## config.mk

```make
export PLATFORM = sky130hd
export DESIGN_NAME = multichannel_iir_sensor_conditioner
export DESIGN_NICKNAME = d
export VERILOG_FILES = /design/src/rtl/core/mcis_pkg.sv /design/src/rtl/core/mcis_filter_step.sv /design/src/rtl/core/mcis_light_step.sv /design/src/rtl/core/multichannel_iir_sensor_conditioner.sv
export SDC_FILE = /design/constraint.sdc
export NUM_CORES = 1
export LEC_CHECK = 0
export ABC_AREA = 1
export BUFFER_PORTS_ARGS = -buffer_cell sky130_fd_sc_hd__buf_2
export CAP_MARGIN = 25
export CORE_AREA = 2 2 168 293
export CTS_CLUSTER_SIZE = 40
export DETAILED_ROUTE_END_ITERATION = 7
export DIE_AREA = 0 0 170 295
export GPL_TIMING_DRIVEN = 0
export PLACE_DENSITY = 0.63
export SYNTH_ARGS = -nofsm -noshare
export SYNTH_HDL_FRONTEND = slang
export SYNTH_HIERARCHICAL = 1
export SYNTH_SLANG_ARGS = --single-unit
```

## constraint.sdc

```tcl
create_clock -name clk -period 13.2 [get_ports clk]
set_input_delay 0.66 -clock clk [delete_from_list [all_inputs] [get_ports clk]]
set_output_delay 0.66 -clock clk [all_outputs]
set_load 0.01 [all_outputs]
```

## src/rtl/core/mcis_pkg.sv

```systemverilog
// Shared types and constants for the multichannel IIR sensor conditioner.
// Used by the filter update, the light level logic and the top level.
package mcis_pkg;

	localparam int SAMPLE_W = 16;
	localparam int CHAN_W   = 2;
	localparam int GAIN_W   = 9;
	localparam int ACC_W    = 26;
	localparam int FILT_W   = 19;	// internal filtered value, before truncation to the port
	localparam int OUT_W    = 17;
	localparam int PCT_W    = 7;

	localparam logic [CHAN_W-1:0]   LIGHT_CHANNEL = 2'd2;
	localparam logic [GAIN_W-1:0]   GAIN_ONE      = 9'd256;
	localparam logic [PCT_W-1:0]    PCT_MAX       = 7'd100;

	// Configuration register indexes
	localparam logic [2:0] CFG_GAIN0     = 3'd0;
	localparam logic [2:0] CFG_GAIN1     = 3'd1;
	localparam logic [2:0] CFG_GAIN2     = 3'd2;
	localparam logic [2:0] CFG_DARK_TH   = 3'd3;
	localparam logic [2:0] CFG_LIGHT_OFS = 3'd4;
	localparam logic [2:0] CFG_LED_ON    = 3'd5;
	localparam logic [2:0] CFG_LED_OFF   = 3'd6;

	// Reset values of the configuration registers
	localparam logic [GAIN_W-1:0]   RST_GAIN0     = 9'd160;
	localparam logic [GAIN_W-1:0]   RST_GAIN1     = 9'd160;
	localparam logic [GAIN_W-1:0]   RST_GAIN2     = 9'd4;
	localparam logic [SAMPLE_W-1:0] RST_DARK_TH   = 16'hFFF0;
	localparam logic [PCT_W-1:0]    RST_LIGHT_OFS = 7'd20;
	localparam logic [PCT_W-1:0]    RST_LED_ON    = 7'd45;
	localparam logic [PCT_W-1:0]    RST_LED_OFF   = 7'd55;

	typedef struct packed {
		logic [GAIN_W-1:0]   gain0;
		logic [GAIN_W-1:0]   gain1;
		logic [GAIN_W-1:0]   gain2;
		logic [SAMPLE_W-1:0] dark_th;
		logic [PCT_W-1:0]    light_ofs;
		logic [PCT_W-1:0]    led_on;
		logic [PCT_W-1:0]    led_off;
	} mcis_cfg_t;

endpackage

```

## src/rtl/core/mcis_filter_step.sv

```systemverilog
// One update of a channel accumulator: priming load or smoothing step.
// Depends on mcis_pkg.
module mcis_filter_step
	import mcis_pkg::*;
(
	input  logic signed [ACC_W-1:0]  acc,
	input  logic                     primed,
	input  logic [SAMPLE_W-1:0]      sample,
	input  logic [GAIN_W-1:0]        gain,
	input  logic                     is_light,
	input  logic [SAMPLE_W-1:0]      dark_th,
	output logic signed [ACC_W-1:0]  acc_next,
	output logic signed [FILT_W-1:0] filt
);

	logic signed [26:0]       diff;
	logic signed [18:0]       step;
	logic [GAIN_W-1:0]        gain_sat;
	logic signed [28:0]       prod;
	logic signed [28:0]       sum;
	logic signed [ACC_W-1:0]  acc_upd;
	logic                     dark;

	always_comb begin
		// Gains above unity are saturated to unity.
		gain_sat = (gain > GAIN_ONE) ? GAIN_ONE : gain;
		// The sample is taken as signed once the channel is primed.
		diff     = {{3{sample[SAMPLE_W-1]}}, sample, 8'd0} - {acc[ACC_W-1], acc};
		step     = diff[26:8];	// arithmetic shift right by 8, i.e. floor division
		prod     = 29'(step * $signed({1'b0, gain_sat}));
		sum      = {{3{acc[ACC_W-1]}}, acc} + prod;
		acc_upd  = sum[ACC_W-1:0];
		dark     = is_light && (sample >= dark_th);

		if (!primed) begin
			if (dark) begin
				acc_next = '0;
				filt     = '0;
			end else begin
				acc_next = {2'b00, sample, 8'd0};
				filt     = {3'b000, sample};
			end
		end else begin
			acc_next = acc_upd;
			filt     = {acc_upd[ACC_W-1], acc_upd[ACC_W-1:8]} + FILT_W'(acc_upd[7]);
		end
	end

endmodule

```

## src/rtl/core/mcis_light_step.sv

```systemverilog
// Light percentage from a filtered light reading and the LED hysteresis.
// Depends on mcis_pkg.
module mcis_light_step
	import mcis_pkg::*;
(
	input  logic signed [FILT_W-1:0] filt,
	input  logic                     led,
	input  mcis_cfg_t                cfg,
	output logic [PCT_W-1:0]         pct,
	output logic                     led_next
);

	logic [17:0]        level;
	logic [24:0]        scaled;
	logic signed [16:0] lvl;

	always_comb begin
		level  = filt[FILT_W-1] ? '0 : filt[17:0];
		// times 100 as 64 + 32 + 4, then divide by 1024
		scaled = {1'b0, level, 6'd0} + {2'b00, level, 5'd0} + {5'b0, level, 2'd0};
		lvl    = $signed({2'b00, scaled[24:10]}) - $signed({10'd0, cfg.light_ofs});
		if (lvl < 0) begin
			pct = '0;
		end else if (lvl > $signed({10'd0, PCT_MAX})) begin
			pct = PCT_MAX;
		end else begin
			pct = lvl[PCT_W-1:0];
		end

		// Turning on takes precedence when both thresholds are met.
		if (pct < cfg.led_on) begin
			led_next = 1'b1;
		end else if (pct > cfg.led_off) begin
			led_next = 1'b0;
		end else begin
			led_next = led;
		end
	end

endmodule

```

## src/rtl/core/multichannel_iir_sensor_conditioner.sv

```systemverilog
// Top level of the multichannel IIR sensor conditioner.
// Depends on mcis_pkg, mcis_filter_step and mcis_light_step.
//
// Usage. Tagged ADC samples arrive as beats on the s_axis channel: the channel
// number travels in tuser and the raw 16-bit sample in tdata. Each beat on a
// channel in use yields exactly one result beat on m_axis, carrying the
// smoothed value and, for the ambient light channel, a clamped percentage and
// the LED state. Beats tagged with a channel that is not in use are dropped
// without a result and leave all state untouched.
// Configuration registers are written through the cfg channel, which always
// accepts; writes are only expected while no beats are in flight.
// An accepted input beat passes through the input register, then the
// accumulator read, update and light logic in a single pass into the output
// register. Throughput is one beat per cycle while the receiver does not stall,
// set by the per-channel accumulator read-modify-write, which finishes
// in the same cycle the result is captured, so consecutive beats on the same
// channel see each other's updates.
// Reset clears the configuration to its defaults, marks every channel as not
// yet primed and turns the LED off. When the receiver stalls, the output
// register holds its beat and the input register can still take one more
// beat, after which s_axis_tready falls until the output is taken.
module multichannel_iir_sensor_conditioner
	import mcis_pkg::*;
#(
	parameter int CHANNELS = 3
) (
	input  logic                clk,
	input  logic                arst_n,
	// Input stream
	input  logic                s_axis_tvalid,
	output logic                s_axis_tready,
	input  logic [15:0]         s_axis_tdata,	// [15:0] sample
	input  logic [1:0]          s_axis_tuser,	// [1:0] channel
	// Result stream
	output logic                m_axis_tvalid,
	input  logic                m_axis_tready,
	output logic [31:0]         m_axis_tdata,	// [16:0] filtered, [23:17] light_percent,
							// [24] led_lit, [31:25] zero
	output logic [2:0]          m_axis_tuser,	// [1:0] result_channel, [2] light_valid
	// Configuration write channel
	input  logic                cfg_valid,
	output logic                cfg_ready,
	input  logic [2:0]          cfg_index,
	input  logic [15:0]         cfg_data
);

	// At most three channels are used, though the two-bit tag can name four.
	localparam int NUM_USED = (CHANNELS < 3) ? CHANNELS : 3;

	mcis_cfg_t cfg_q;

	logic                    valid_s1;
	logic [CHAN_W-1:0]       chan_s1;
	logic [SAMPLE_W-1:0]     sample_s1;

	logic                    valid_s2;
	logic [CHAN_W-1:0]       chan_s2;
	logic signed [OUT_W-1:0] filt_s2;
	logic [PCT_W-1:0]        pct_s2;
	logic                    light_s2;

	logic signed [ACC_W-1:0] acc_q [NUM_USED];
	logic [NUM_USED-1:0]     primed_q;
	logic                    led_q;

	logic                    advance;
	logic                    chan_ok;
	logic                    is_light;
	logic signed [ACC_W-1:0] acc_rd;
	logic                    primed_rd;
	logic [GAIN_W-1:0]       gain_sel;
	logic signed [ACC_W-1:0] acc_next;
	logic signed [FILT_W-1:0] filt;
	logic [PCT_W-1:0]        pct;
	logic                    led_next;
	logic                    commit;

	// The input register moves on whenever the output register is free or drains.
	assign advance       = !valid_s2 || m_axis_tready;
	assign s_axis_tready = !valid_s1 || advance;
	assign cfg_ready     = 1'b1;

	assign chan_ok  = 32'(chan_s1) < NUM_USED;
	assign is_light = (chan_s1 == LIGHT_CHANNEL);
	assign commit   = valid_s1 && advance && chan_ok;

	// Configuration registers
	always_ff @(posedge clk or negedge arst_n) begin
		if (!arst_n) begin
			cfg_q.gain0     <= RST_GAIN0;
			cfg_q.gain1     <= RST_GAIN1;
			cfg_q.gain2     <= RST_GAIN2;
			cfg_q.dark_th   <= RST_DARK_TH;
			cfg_q.light_ofs <= RST_LIGHT_OFS;
			cfg_q.led_on    <= RST_LED_ON;
			cfg_q.led_off   <= RST_LED_OFF;
		end else if (cfg_valid) begin
			unique case (cfg_index)
				CFG_GAIN0:     cfg_q.gain0     <= cfg_data[GAIN_W-1:0];
				CFG_GAIN1:     cfg_q.gain1     <= cfg_data[GAIN_W-1:0];
				CFG_GAIN2:     cfg_q.gain2     <= cfg_data[GAIN_W-1:0];
				CFG_DARK_TH:   cfg_q.dark_th   <= cfg_data;
				CFG_LIGHT_OFS: cfg_q.light_ofs <= cfg_data[PCT_W-1:0];
				CFG_LED_ON:    cfg_q.led_on    <= cfg_data[PCT_W-1:0];
				CFG_LED_OFF:   cfg_q.led_off   <= cfg_data[PCT_W-1:0];
				default: begin
				end
			endcase
		end
	end

	// Input register
	always_ff @(posedge clk or negedge arst_n) begin
		if (!arst_n) begin
			valid_s1 <= 1'b0;
		end else if (s_axis_tready) begin
			valid_s1 <= s_axis_tvalid;
		end
	end

	always_ff @(posedge clk) begin
		if (s_axis_tready && s_axis_tvalid) begin
			chan_s1   <= s_axis_tuser;
			sample_s1 <= s_axis_tdata;
		end
	end

	// Select the state and gain of the addressed channel.
	always_comb begin
		acc_rd    = '0;
		primed_rd = 1'b0;
		for (int i = 0; i < NUM_USED; i++) begin
			if (chan_s1 == CHAN_W'(i)) begin
				acc_rd    = acc_q[i];
				primed_rd = primed_q[i];
			end
		end
		case (chan_s1)
			2'd0:    gain_sel = cfg_q.gain0;
			2'd1:    gain_sel = cfg_q.gain1;
			default: gain_sel = cfg_q.gain2;
		endcase
	end

	mcis_filter_step u_filter (
		.acc      (acc_rd),
		.primed   (primed_rd),
		.sample   (sample_s1),
		.gain     (gain_sel),
		.is_light (is_light),
		.dark_th  (cfg_q.dark_th),
		.acc_next (acc_next),
		.filt     (filt)
	);

	mcis_light_step u_light (
		.filt     (filt),
		.led      (led_q),
		.cfg      (cfg_q),
		.pct      (pct),
		.led_next (led_next)
	);

	// Channel state is written back in the same cycle the result is captured.
	always_ff @(posedge clk or negedge arst_n) begin
		if (!arst_n) begin
			primed_q <= '0;
			led_q    <= 1'b0;
		end else if (commit) begin
			for (int i = 0; i < NUM_USED; i++) begin
				if (chan_s1 == CHAN_W'(i)) begin
					primed_q[i] <= 1'b1;
				end
			end
			if (is_light) begin
				led_q <= led_next;
			end
		end
	end

	always_ff @(posedge clk) begin
		if (commit) begin
			for (int i = 0; i < NUM_USED; i++) begin
				if (chan_s1 == CHAN_W'(i)) begin
					acc_q[i] <= acc_next;
				end
			end
		end
	end

	// Output register
	always_ff @(posedge clk or negedge arst_n) begin
		if (!arst_n) begin
			valid_s2 <= 1'b0;
		end else if (advance) begin
			valid_s2 <= valid_s1 && chan_ok;
		end
	end

	always_ff @(posedge clk) begin
		if (commit) begin
			chan_s2  <= chan_s1;
			filt_s2  <= filt[OUT_W-1:0];
			pct_s2   <= is_light ? pct : '0;
			light_s2 <= is_light;
		end
	end

	assign m_axis_tvalid = valid_s2;
	assign m_axis_tdata  = {7'd0, led_q, pct_s2, filt_s2};
	assign m_axis_tuser  = {light_s2, chan_s2};

	// A result never names a channel that is not in use.
	assert property (@(posedge clk) disable iff (!arst_n)
		m_axis_tvalid |-> (32'(m_axis_tuser[1:0]) < NUM_USED))
		else $error("result beat carries a channel that is not in use");

	// The light flag marks exactly the light channel's results.
	assert property (@(posedge clk) disable iff (!arst_n)
		m_axis_tvalid |-> (m_axis_tuser[2] == (m_axis_tuser[1:0] == LIGHT_CHANNEL)))
		else $error("light flag does not match the result channel");

	// The percentage never leaves its clamped range.
	assert property (@(posedge clk) disable iff (!arst_n)
		m_axis_tvalid |-> (m_axis_tdata[23:17] <= PCT_MAX))
		else $error("light percentage above its maximum");

	// Only light channel updates may move the LED.
	assert property (@(posedge clk) disable iff (!arst_n)
		!(commit && is_light) |=> $stable(led_q))
		else $error("LED changed without a light channel update");

	// A dropped beat produces no result.
	assert property (@(posedge clk) disable iff (!arst_n)
		(valid_s1 && advance && !chan_ok) |=> !m_axis_tvalid)
		else $error("result produced for a dropped beat");

endmodule

```

# [Yosys cells after proc, flatten, opt, wreduce, memory -nomap -nowiden]
# Memories as Yosys holds them, arrays and structs flattened.
# Index checks and enable logic that the tools add are counted.
[op_classes] n_addsub=6 n_mul=1 order_cmp=7 n_eq_ne=8 mux=32 reduce_logical=25
[ops] op="26-bit two-way mux" count=6
[ops] op="26-bit OR reduction" count=2
[ops] op="24-bit by 26-bit subtractor with 27-bit output" count=1
[ops] op="26-bit adder" count=1
[ops] op="19-bit by 10-bit multiplier with 26-bit output" count=1
[ops] op="24-bit by 23-bit adder with 25-bit output" count=1
[ops] op="25-bit by 20-bit adder with 25-bit output" count=1
[ops] op="24-bit two-way mux" count=1
[ops] op="2-bit AND reduction" count=10
[ops] op="18-bit by 2-bit adder with 19-bit output" count=1
[ops] op="19-bit two-way mux" count=1
[ops] op="18-bit two-way mux" count=1
[ops] op="9-bit one-hot mux with 2 select lines" count=1
[ops] op="16-bit greater-or-equal comparator" count=1
[ops] op="16-bit by 8-bit > comparator with 1-bit output (second input constant)" count=1
[ops] op="16-bit by 1-bit less-than comparator with 1-bit output (second input constant)" count=1
[ops] op="1-bit two-way mux" count=16
[ops] op="16-bit two-way mux" count=1
[ops] op="15-bit by 7-bit subtractor with 16-bit output" count=1
[ops] op="7-bit two-way mux" count=2
[ops] op="3-bit equality test (second input constant)" count=3
[ops] op="9-bit > comparator (second input constant)" count=1
[ops] op="9-bit two-way mux" count=1
[ops] op="7-bit > comparator" count=1
[ops] op="14 further kinds" count=22
[word_totals] register_bits=115 mem_bits_rw=78 inputBits=42 out_inout_bits=38 elab_cells=99 mem_count=1
[mem_list] memory="acc_q" depth=3 word_bits=26 rd=3 rd_clocked_by_memory_dff=0 write_ports=1 line="multichannel_iir_sensor_conditioner.sv:62" source="logic signed [ACC_W-1:0] acc_q [NUM_USED];"

# [Logic depth before layout (Yosys ltp)]
# Gate-level depths: netlist (run 1).
[depth] word_depth=19 mapped_depth=87 ltp_nobuf=85

# [Hierarchy]
# The synthesis (run 1) kept the hierarchy.
[by_module_without_submodules] mod="mcis_filter_step" instances=1 cells_per_inst=1385 area_each_um2=9222.6 seq_area_each_um2=0.0
[by_module_without_submodules] mod="multichannel_iir_sensor_conditioner" instances=1 cells_per_inst=575 area_each_um2=7153.1 seq_area_each_um2=5480.3
[by_module_without_submodules] mod="mcis_light_step" instances=1 cells_per_inst=418 area_each_um2=2473.6 seq_area_each_um2=0.0

# [Worst setup path after synthesis (run 1)]
# No wires, ideal clock.
[synth_timing] kind="reg-to-reg" start="register chan_s1[1]" end="register led_q" setup_time_ns=0.073 t_arrival_ns=11.607 t_required_ns=13.127 slack_ns=1.520 path_stages_with_launch=78 path_buffers=2 synth_period_minus_slack_ns=11.680 cell_sequence="edfxtp_1 > nor2_2 > buf_4 > nand2_1 > nand3_1 > inv_1 > ha_1 > nand2_1 > nor2_1 > nand2_1 > nand2_1 > nand2_1 > nand3_1 > a31o_2 > xor2_1 > nand2_1 > fa_1 > inv_1 > [... 42 more ...] > inv_1 > nand3_1 > nand2_1 > inv_1 > nand3_1 > nor2_2 > nand2_1 > o21ai_0 > inv_1 > ha_1 > nand2_1 > nor2_1 > a211oi_1 > a32o_1 > nand2_1 > nand2_1 > nand3_1 > nand2_1"
[synth_between] elab_cells_between_ends=34 classes_between="add/sub (6); mul (1); order compare (6); eq/ne (2); mux (14); reduce/logical (5)"
[synth_lines] item="from (decl)" line="multichannel_iir_sensor_conditioner.sv:53" source="logic [CHAN_W-1:0] chan_s1;"
[synth_lines] item="from (signal assigned)" line="multichannel_iir_sensor_conditioner.sv:123" source="chan_s1 <= s_axis_tuser;"
[synth_lines] item="2-bit zero test" line="multichannel_iir_sensor_conditioner.sv:133" source="if (chan_s1 == CHAN_W'(i)) begin"
[synth_lines] item="26-bit two-way mux (2 in series)" line="multichannel_iir_sensor_conditioner.sv:133"
[synth_lines] item="26-bit two-way mux (*)" line="multichannel_iir_sensor_conditioner.sv:133"
[synth_lines] item="net acc_rd[8]" line="multichannel_iir_sensor_conditioner.sv:69" source="logic signed [ACC_W-1:0] acc_rd;"
[synth_lines] item="24-bit by 26-bit subtractor with 27-bit output" line="mcis_filter_step.sv:28" source="diff = {{3{sample[SAMPLE_W-1]}}, sample, 8'd0} - {acc[ACC_W-1], acc};"
[synth_lines] item="19-bit by 10-bit multiplier with 26-bit output" line="mcis_filter_step.sv:30" source="prod = 29'(step * $signed({1'b0, gain_sat}));"
[synth_lines] item="26-bit adder (*)" line="mcis_filter_step.sv:31" source="sum = {{3{acc[ACC_W-1]}}, acc} + prod;"
[synth_lines] item="18-bit by 2-bit adder with 19-bit output (*)" line="mcis_filter_step.sv:45" source="filt = {acc_upd[ACC_W-1], acc_upd[ACC_W-1:8]} + FILT_W'(acc_upd[7]);"
[synth_lines] item="[... 1 more ...]"
[synth_lines] item="net filt[18]" line="multichannel_iir_sensor_conditioner.sv:73" source="logic signed [FILT_W-1:0] filt;"
[synth_lines] item="[... 3 more ...]"
[synth_lines] item="15-bit by 7-bit subtractor with 16-bit output (*)" line="mcis_light_step.sv:21" source="lvl = $signed({2'b00, scaled[24:10]}) - $signed({10'd0, cfg.light_ofs});"
[synth_lines] item="16-bit by 8-bit > comparator with 1-bit output" line="mcis_light_step.sv:24" source="end else if (lvl > $signed({10'd0, PCT_MAX})) begin"
[synth_lines] item="7-bit two-way mux" line="mcis_light_step.sv:24"
[synth_lines] item="7-bit two-way mux (*)" line="mcis_light_step.sv:22" source="if (lvl < 0) begin"
[synth_lines] item="net pct[6]" line="multichannel_iir_sensor_conditioner.sv:74" source="logic [PCT_W-1:0] pct;"
[synth_lines] item="7-bit less-than comparator (*)" line="mcis_light_step.sv:31" source="if (pct < cfg.led_on) begin"
[synth_lines] item="1-bit two-way mux (*)" line="mcis_light_step.sv:31"
[synth_lines] item="net led_next" line="multichannel_iir_sensor_conditioner.sv:75" source="logic led_next;"
[synth_lines] item="to (signal assigned)" line="multichannel_iir_sensor_conditioner.sv:176" source="led_q <= led_next;"
[synth_lines] item="to (decl)" line="multichannel_iir_sensor_conditioner.sv:64" source="logic led_q;"
# Mark *: on every way through the listed nets, which the timed path passes. The rest lies on a longest branch.
# A chain may end at the register's enable or synchronous reset.

# [Worst setup path in the final report (run 1)]
[layout_timing] start="register chan_s1[0]" end="register led_q"
# Same word-level chain as after synthesis.

==> flow_metrics.tcl, run 1 <==
set metrics [dict create \
    cp-start-kind "flop" \
    crit_path_max_fanout 10 \
    vias_per_cell 5.11 \
    holdWs_ns 0.375 \
    synth.top_cells.by_area "edfxtp_1 (20%), fa_1 (18%), nand2_1 (12%), inv_1 (9.8%), ha_1 (9.4%)" \
    startpoint "chan_s1[0]" \
    outcome "completed" \
    final_cell_count_no_fill 3141 \
    antennaDiodeCount 0 \
    worstMarginPinSlew_ns 0.989 \
    dpl_worst_slack_ns -1.62 \
    synth_top_cell_area_share_pct 19.6 \
    timing.final.ws_setup_ns 0.424 \
    finalMaxSlewViolations 0 \
    endpoint "led_q" \
    maxSlewHeadroom_pct 34.1 \
    cts_buffer_depth 2 \
    hold_path_class "in -> reg" \
    die_w_um 170 \
    syn_inst 2378 \
    portBuffers 71 \
    drt_iter0_drc 814 \
    clkTransAtPathRegs_ns 0.09 \
    fill_cells 4625 \
    place.gp.congestion 0.927 \
    syn_area_mm2 0.0188 \
    synth_cell_types 51 \
    drive_gt1_share_pct 20.3 \
    tritoncts "yes" \
    totalWireLength_um 56700 \
    grt_start_max_net_pins 68 \
    grt_first_pass_wirelength_um 87900 \
    synth_warnings 6 \
    critPathCaptureType "flop" \
    crit_type "reg -> reg" \
    drv_cap 0 \
    required_ns 13.54 \
    hold_viol 0 \
    layout.nets 2883 \
    worstReg2RegStart "chan_s1[0]" \
    yosysMostFrequentCell "nand2_1" \
    cts.sinks 193 \
    synth-edff-count 123 \
    cts_root_buf "clkbuf_16" \
    skew_ns 0.0180 \
    grt_pass1_vias 16900 \
    cp_slowest_cell "fa_1" \
    cts_htree_levels 4 \
    core_mm2 0.0477 \
    cp_top_family "simple AND/OR/NAND/NOR gates" \
    rows 106 \
    seq_area_mm2 0.00548 \
    arrival_ns 13.12 \
    globalRouteMet3Util_pct 1.70 \
    r2r_setup_slack_ns 0.42 \
    fmax_ghz 0.0783 \
    drc 0 \
    r2r_cells 74 \
    crit_cells 74 \
    yosys.area.top_type "edfxtp_1" \
    drtAntennaViolNets 0 \
    timing.critical_path.mode_cell "nand2_1" \
    cts_made_buffers 17 \
    area_growth_pct 19.8 \
    die_area_mm2 0.0502 \
    async_flop_share_pct 36.3 \
    pin_count 80 \
    ys_top_cells_by_count "nand2_1 (625), inv_1 (491), nor2_1 (187)" \
    path_buf_inv 13 \
    fin_crit_sh_pct 96.8 \
    period_minus_slack_ns 12.78 \
    use_met1_pct 21.2 \
    ys_seq_area_share_pct 29.1 \
    r2r_end "led_q" \
    die_height_um 295 \
    grt_use_met2_pct 46.3 \
    drt_pass1_iterations 5 \
    grtUsageTotal_pct 23.1 \
    multi_input_area_mm2 0.0125 \
    max_stage_delay_ns 0.56 \
    avgSynthCellArea_um2 7.93 \
    initial_core_util_pct 39.5 \
    routedWlPerCell_um 18.0 \
    setup_viol 0 \
    antenna_found_initial 0 \
    clock_latency_ns 0.46 \
    busiest_layer "met2" \
    holdPathStages 1 \
    synth-seq-cells 193 \
    dpl.hpwl_um 46700 \
    fin_area_mm2 0.0226 \
    dp_cells 3054 \
    vias 16000 \
    grt.overflow.total 0 \
    ys.flop_type "edfxtp_1" \
    post_dp_cell_area_mm2 0.0201 \
]
==> logic make-up (layout without fill, tap and decap cells) <==
group,after synthesis,in the layout,share of synthesized area [%]
AOI/OAI and AO/OA,204,204,5.97
buffers and inverters,554,717,11.6
adders and majority gates,307,307,26.9
other,2,8,0.0398
and+or+nand+nor,1077,1077,24.4
DFF,193,193,29.1
xor gates and xnor gates,41,41,2.02
==> worst register-to-register path, delay by kind of cell, from the launching register on <==
kind | cells | cell delay, ns
simple gates | 40 | 4.67
flops | 1 | 0.52
compound gates | 7 | 1.24
fa+ha+maj | 11 | 4.35
xor+xnor | 3 | 0.55
buf+inv | 13 | 1.33
==> how the worst min path moves through the flow <==
stage,endpoint,start,slack [ns]
2_1_floorplan,cfg_q[11],arst_n,0.36
3_3_place_gp,primed_q[0],primed_q[0],0.45
3_5_place_dp,primed_q[0],primed_q[0],0.45
4_1_cts,sample_s1[2],s_axis_tdata[2],0.35
5_1_grt,chan_s1[1],s_axis_tuser[1],0.36
6_report,sample_s1[2],s_axis_tdata[2],0.37
==> flip-flops by register name, summed over array words and instances, names as in the netlist <==
signal	flops
acc_q	78
cfg_q	64
filt_s2	17
sample_s1	16
pct_s2	7
primed_q	3
chan_s1	2
chan_s2	2
led_q	1
light_s2	1
m_axis_tvalid	1
valid_s1	1
==> layout by cell type, fill, tap and decap left out, drive strengths merged, types with 38 or more instances in the layout <==
cell    count
nor2      205
o21ai     112
a21oi      68
inv       506
edfxtp    123
clkbuf     38
ha        142
fa        165
nand2     652
buf       158
dfrtp      42
nand3     152
==> final cells by class <==
| cell class | instances | area share [%] |
|---|---|---|
| Multi-Input combinational cell | 1637 | 55.5 |
| Inverter | 506 | 8.55 |
| Clock inverter | 14 | 0.798 |
| Clock buffer | 18 | 1.92 |
| Buffer | 47 | 1.45 |
| Sequential cell | 193 | 24.3 |
| Timing Repair Buffer | 132 | 4.21 |
| Tap cell | 594 | 3.29 |
==> metrics by stage <==
stage	utilization (%)	TNS (ns)
detailed placement	42.1	-6.36
floorplan	-	0
global placement	41.8	-5.79
CTS	44.9	0
finish	47.3	0
global route	47.3	-0.180
==> routing by layer <==
metal	routed length, um	vias to the layer above
met5	0	-
met4	4580	0
met3	1470	181
met2	32100	410
met1	18500	7804
li1	-	7641
==> repair_timing <==
item | CTS | global route
hold buffers | 1 | 0
hold endpoints to repair | 3 | 0
buffers inserted | 24 | 30
setup endpoints to repair | 8 | 4
pin swaps | 21 | 65
resized for setup | 106 | 195
gates cloned | 0 | 1
Power of run 1 is left out: the tool's default activity adds up to more than one toggle a clock period on the data nets, which glitch-free logic cannot reach.
==> inputs of run 2 (changes only) <==
--- a/config.mk
+++ b/config.mk
@@ -14,6 +14,7 @@
 export DIE_AREA = 0 0 170 295
 export GPL_TIMING_DRIVEN = 0
 export PLACE_DENSITY = 0.63
+export RECOVER_POWER = 100
 export SYNTH_ARGS = -nofsm -noshare
 export SYNTH_HDL_FRONTEND = slang
 export SYNTH_HIERARCHICAL = 1
==> run 2 against run 1 <==
The flow now finishes with violations (max-capacitance violations, max-slew violations). Design area fell by 0.84%. Flip-flop and latch count unchanged. Final cell count is the same. Sequential share of layout area grew 0.21 points. Clock-buffer cell count stayed put. Hold slack better by 0.00084 ns. Maximum frequency is 0.33% lower. Utilization down 0.40 points. First-iteration DRC count is 2.0% higher. Clock skew about the same. Routed wire length about the same. Worst setup slack got worse by 0.042 ns. Critical endpoint unchanged. Highest routed layer unchanged.
==> flow_metrics.tcl, run 2 (synthesis results as in run 1) <==
set metrics [dict create \
    dpl.hpwl_um 46700 \
    layout.nets 2883 \
    antennaDiodeCount 0 \
    cts_htree_levels 4 \
    drtAntennaViolNets 0 \
    die_area_mm2 0.0502 \
    arrival_ns 13.16 \
    wl_met3_um 1540 \
    fin_crit_sh_pct 97.1 \
    worstMarginPinSlew_ns 3.73 \
    hold_path_class "in -> reg" \
    crit_path_max_fanout 10 \
    grt.overflow.total 0 \
    drc 0 \
    hold_viol 0 \
    cp-start-kind "flop" \
    setup_viol 0 \
    cts_buffer_depth 2 \
    cts_root_buf "clkbuf_16" \
    max_stage_delay_ns 0.56 \
    cts.sinks 193 \
    r2r_cells 73 \
    skew_ns 0.0182 \
    final_cell_mix "nand2_1 (590), inv_1 (471), fa_1 (163), nor2_1 (159), nand3_1 (127)" \
    grt_first_pass_wirelength_um 87900 \
    drt_pass1_iterations 6 \
    drv_cap 1 \
    critPathCaptureType "flop" \
    crit_type "reg -> reg" \
    die_w_um 170 \
    pin_count 80 \
    cp_slowest_cell "fa_1" \
    routedWlPerCell_um 18.0 \
    outcome "complete, but fails checks" \
    portBuffers 71 \
    antenna_found_initial 0 \
    cp_top_family "adder cells" \
    drive_gt1_share_pct 18.3 \
    path_buf_inv 13 \
    grtUsageTotal_pct 23.1 \
    fmax_ghz 0.0780 \
    clkTransAtPathRegs_ns 0.09 \
    holdPathStages 1 \
    m1WireLength_um 18300 \
    met2_length_um 32100 \
    initial_core_util_pct 39.5 \
    grt_pass1_vias 16900 \
    holdWs_ns 0.375 \
    rows 106 \
    finalMaxSlewViolations 68 \
    post_dp_cell_area_mm2 0.0201 \
    multi_input_area_mm2 0.0125 \
    tritoncts "yes" \
    die_height_um 295 \
    top_register "acc_q" \
    grt_start_max_net_pins 68 \
    required_ns 13.55 \
    vias_per_cell 5.11 \
    final_common_cell "nand2_1" \
    core_mm2 0.0477 \
    timing.critical_path.mode_cell "nand2_1" \
    totalWireLength_um 56700 \
    drt_iter0_drc 830 \
    fill_cells 4657 \
    largestRegisters "acc_q (78), cfg_q (64), filt_s2 (17)" \
    largest_register_ffs 78 \
    seq_area_mm2 0.00548 \
    period_minus_slack_ns 12.82 \
    area_growth_pct 18.7 \
    maxSlewHeadroom_pct -149 \
    clock_latency_ns 0.46 \
    cts_made_buffers 17 \
    topRoutingLayerUsed "met4" \
    crit_cells 73 \
    fin_area_mm2 0.0224 \
    vias 16100 \
    failed_checks "max-capacitance violations, max-slew violations" \
    place.gp.congestion 0.927 \
]
-- run 2: changes by cell type in the layout (fill, tap and decap cells not counted), sizes merged --
| cell | previous run | this run |
|---|---|---|
| clkbuf | 38 | 82 |
| buf | 158 | 114 |
-- run 2: final cells by class --
cell class / count / share of cell area (%)
inverters: 506 / 8.62
multi-input cells: 1637 / 55.9
flip-flops and latches: 193 / 24.5
clock buffers: 18 / 1.93
clock inverters: 14 / 0.805
repair buffers: 132 / 3.60
plain buffers: 47 / 1.38
well taps: 594 / 3.32
-- run 2: layer usage --
metal | track usage, % | vias up
met2 | 46.3 | 453
met1 | 21.2 | 7772
met4 | 17.2 | 0
met3 | 1.70 | 187
li1 | - | 7640
met5 | 0 | -
-- run 2: final timing paths --
kind | endpoint | startpoint | slack (ns)
min | sample_s1[2] | s_axis_tdata[2] | 0.38
min reg2reg | primed_q[0] | primed_q[0] | 0.46
max reg2reg | led_q | chan_s1[0] | 0.38
max in group asynchronous | cfg_q[20] | arst_n | 8.82
max | led_q | chan_s1[0] | 0.38
min in group asynchronous | primed_q[2] | arst_n | 0.56
-- run 2: through the flow --
stage               setup slack, ns  TNS (ns)  std cells  utilization, %
floorplan                      1.52         0       2384               -
global placement              -1.61     -5.79       3049            41.8
detailed placement            -1.62     -6.36       3054            42.1
CTS                         0.00521         0       3111            44.9
global route                 -0.179    -0.179       3141            46.9
finish                        0.382         0       3141            46.9
-- run 2: timing repair --
action                                 4_1_cts  5_1_grt
gates resized for setup                    106      195
pin swaps                                   21       65
buffers inserted                            24       30
setup endpoints to repair                    8        4
cloned                                       0        1
hold buffers                                 1        0
endpoints found under the hold margin        3        0
Power of run 2 is left out for the same reason.
==> inputs of run 3 (changes only) <==
--- a/config.mk
+++ b/config.mk
@@ -8,12 +8,12 @@
 export ABC_AREA = 1
 export BUFFER_PORTS_ARGS = -buffer_cell sky130_fd_sc_hd__buf_2
 export CAP_MARGIN = 25
-export CORE_AREA = 2 2 168 293
+export CORE_AREA = 2 2 211 369
 export CTS_CLUSTER_SIZE = 40
 export DETAILED_ROUTE_END_ITERATION = 7
-export DIE_AREA = 0 0 170 295
+export DIE_AREA = 0 0 213 371
 export GPL_TIMING_DRIVEN = 0
-export PLACE_DENSITY = 0.63
+export PLACE_DENSITY = 0.47
 export RECOVER_POWER = 100
 export SYNTH_ARGS = -nofsm -noshare
 export SYNTH_HDL_FRONTEND = slang
==> run 3 against run 2 <==
Highest routed layer unchanged. Final cell count increased by 14%. Die area grew 58%. Design area grew 2.8%. Flip-flop and latch count unchanged. Hold slack got worse by 0.073 ns. Routed wire length rose by 9.5%. Worst setup slack better by 0.14 ns. Utilization fell by 17 points. Critical path depth rose by 3. The run still ends with max-capacitance violations, max-slew violations left. Global-route usage shrank 7.0 points. Clock-buffer cell count rose by 8. Clock skew grew 0.016 ns.
==> flow_metrics.tcl, run 3 (synthesis results as in run 1) <==
set metrics [dict create \
    outcome "complete, but fails checks" \
    failed_checks "max-capacitance violations, max-slew violations" \
    fin_crit_sh_pct 96.0 \
    finalMaxSlewViolations 89 \
    max_stage_delay_ns 0.56 \
    cts.sinks 193 \
    clkTransAtPathRegs_ns 0.09 \
    largestRegisters "acc_q (78), cfg_q (64), filt_s2 (17)" \
    crit_type "reg -> reg" \
    antennaDiodeCount 0 \
    portBuffers 71 \
    core_mm2 0.0760 \
    cts_htree_levels 4 \
    arrival_ns 13.08 \
    worstMarginPinSlew_ns 3.66 \
    period_minus_slack_ns 12.67 \
    dpl.hpwl_um 52300 \
    crit_path_max_fanout 9 \
    area_growth_pct 22.1 \
    hold_viol 0 \
    top_register "acc_q" \
    drive_gt1_share_pct 18.2 \
    final_common_cell "nand2_1" \
    layout.nets 2899 \
    final_cell_mix "nand2_1 (593), inv_1 (474), fa_1 (162), nor2_1 (155), nand3_1 (127)" \
    largest_register_ffs 78 \
    cts_root_buf "clkbuf_16" \
    grt_start_max_net_pins 63 \
    cts_made_buffers 25 \
    cp_slowest_cell "fa_1" \
    die_area_mm2 0.0790 \
    rows 134 \
    skew_ns 0.0339 \
    grtUsageTotal_pct 16.1 \
    vias 15500 \
    final_cell_count_no_fill 3576 \
    setup_viol 0 \
    fin_area_mm2 0.0230 \
    cp-start-kind "flop" \
    cts_buffer_depth 3 \
    drt_pass1_iterations 5 \
    grt_pass1_vias 16300 \
    maxSlewHeadroom_pct -144 \
    tritoncts "yes" \
    required_ns 13.61 \
    timing.critical_path.mode_cell "nand2_1" \
    die_w_um 213 \
    grt.overflow.total 0 \
    pin_count 80 \
    antenna_found_initial 2 \
    post_dp_cell_area_mm2 0.0207 \
    fmax_ghz 0.0789 \
    holdPathStages 1 \
    clock_latency_ns 0.53 \
    holdWs_ns 0.302 \
    dp_cells 3481 \
    totalWireLength_um 62100 \
    drt_iter0_drc 583 \
    hold_path_class "in -> reg" \
    critPathCaptureType "flop" \
    drv_cap 2 \
    routedWlPerCell_um 17.4 \
    grt_first_pass_wirelength_um 94300 \
    drc 0 \
    vias_per_cell 4.33 \
    drtAntennaViolNets 0 \
    initial_core_util_pct 24.8 \
    die_height_um 371 \
    place.gp.congestion 0.889 \
    r2r_cells 76 \
]
-- run 3: final timing paths --
| check | from | slack, ns | endpoint |
|---|---|---|---|
| max | chan_s1[1] | 0.53 | led_q |
| min | s_axis_tdata[1] | 0.30 | sample_s1[1] |
| max reg2reg | chan_s1[1] | 0.53 | led_q |
| min reg2reg | primed_q[0] | 0.47 | primed_q[0] |
| max in group asynchronous | arst_n | 8.68 | cfg_q[20] |
| min in group asynchronous | arst_n | 0.63 | valid_s1 |
-- run 3: cell type report --
type	instances	area, um^2
tap	1020	1280
clock buffer	26	639
multi-input combinational	1637	12500
fill	8207	52900
sequential	193	5480
buffer	46	303
inverter	506	1920
clock inverter	7	91.3
timing repair buffer	141	842
-- run 3: repair_timing --
action	4_1_cts	5_1_grt
setup buffers	22	41
endpoints found under the hold margin	4	0
hold buffers	1	0
endpoints found under the setup margin	8	6
gates resized for setup	116	175
pin swaps	15	73
-- run 3: critical path: cells and delay by family, from the launching register on --
family,cells,cell delay (ns)
xor+xnor,2,0.44
simple gates,42,4.76
compound gates,8,1.37
fa+ha+maj,11,4.15
buf+inv,13,1.30
flops,1,0.49
-- run 3: layer usage --
layer	global-route usage, %	vias up	part of all wire (%)
met3	1.20	102	1.8
li1	-	7672	-
met2	33.6	245	59
met1	15.3	7479	34
met5	0	-	0
met4	7.87	0	5.1
-- run 3: through the flow --
stage | worst slack, ns | setup TNS, ns | util (%)
6_report | 0.527 | 0 | 30.3
5_1_grt | -0.0802 | -0.0802 | 30.3
4_1_cts | 0.00851 | 0 | 29.1
3_5_place_dp | -1.89 | -8.41 | 27.2
3_3_place_gp | -2.03 | -8.64 | 27.0
2_1_floorplan | 1.52 | 0 | -
Power of run 3 is left out for the same reason.
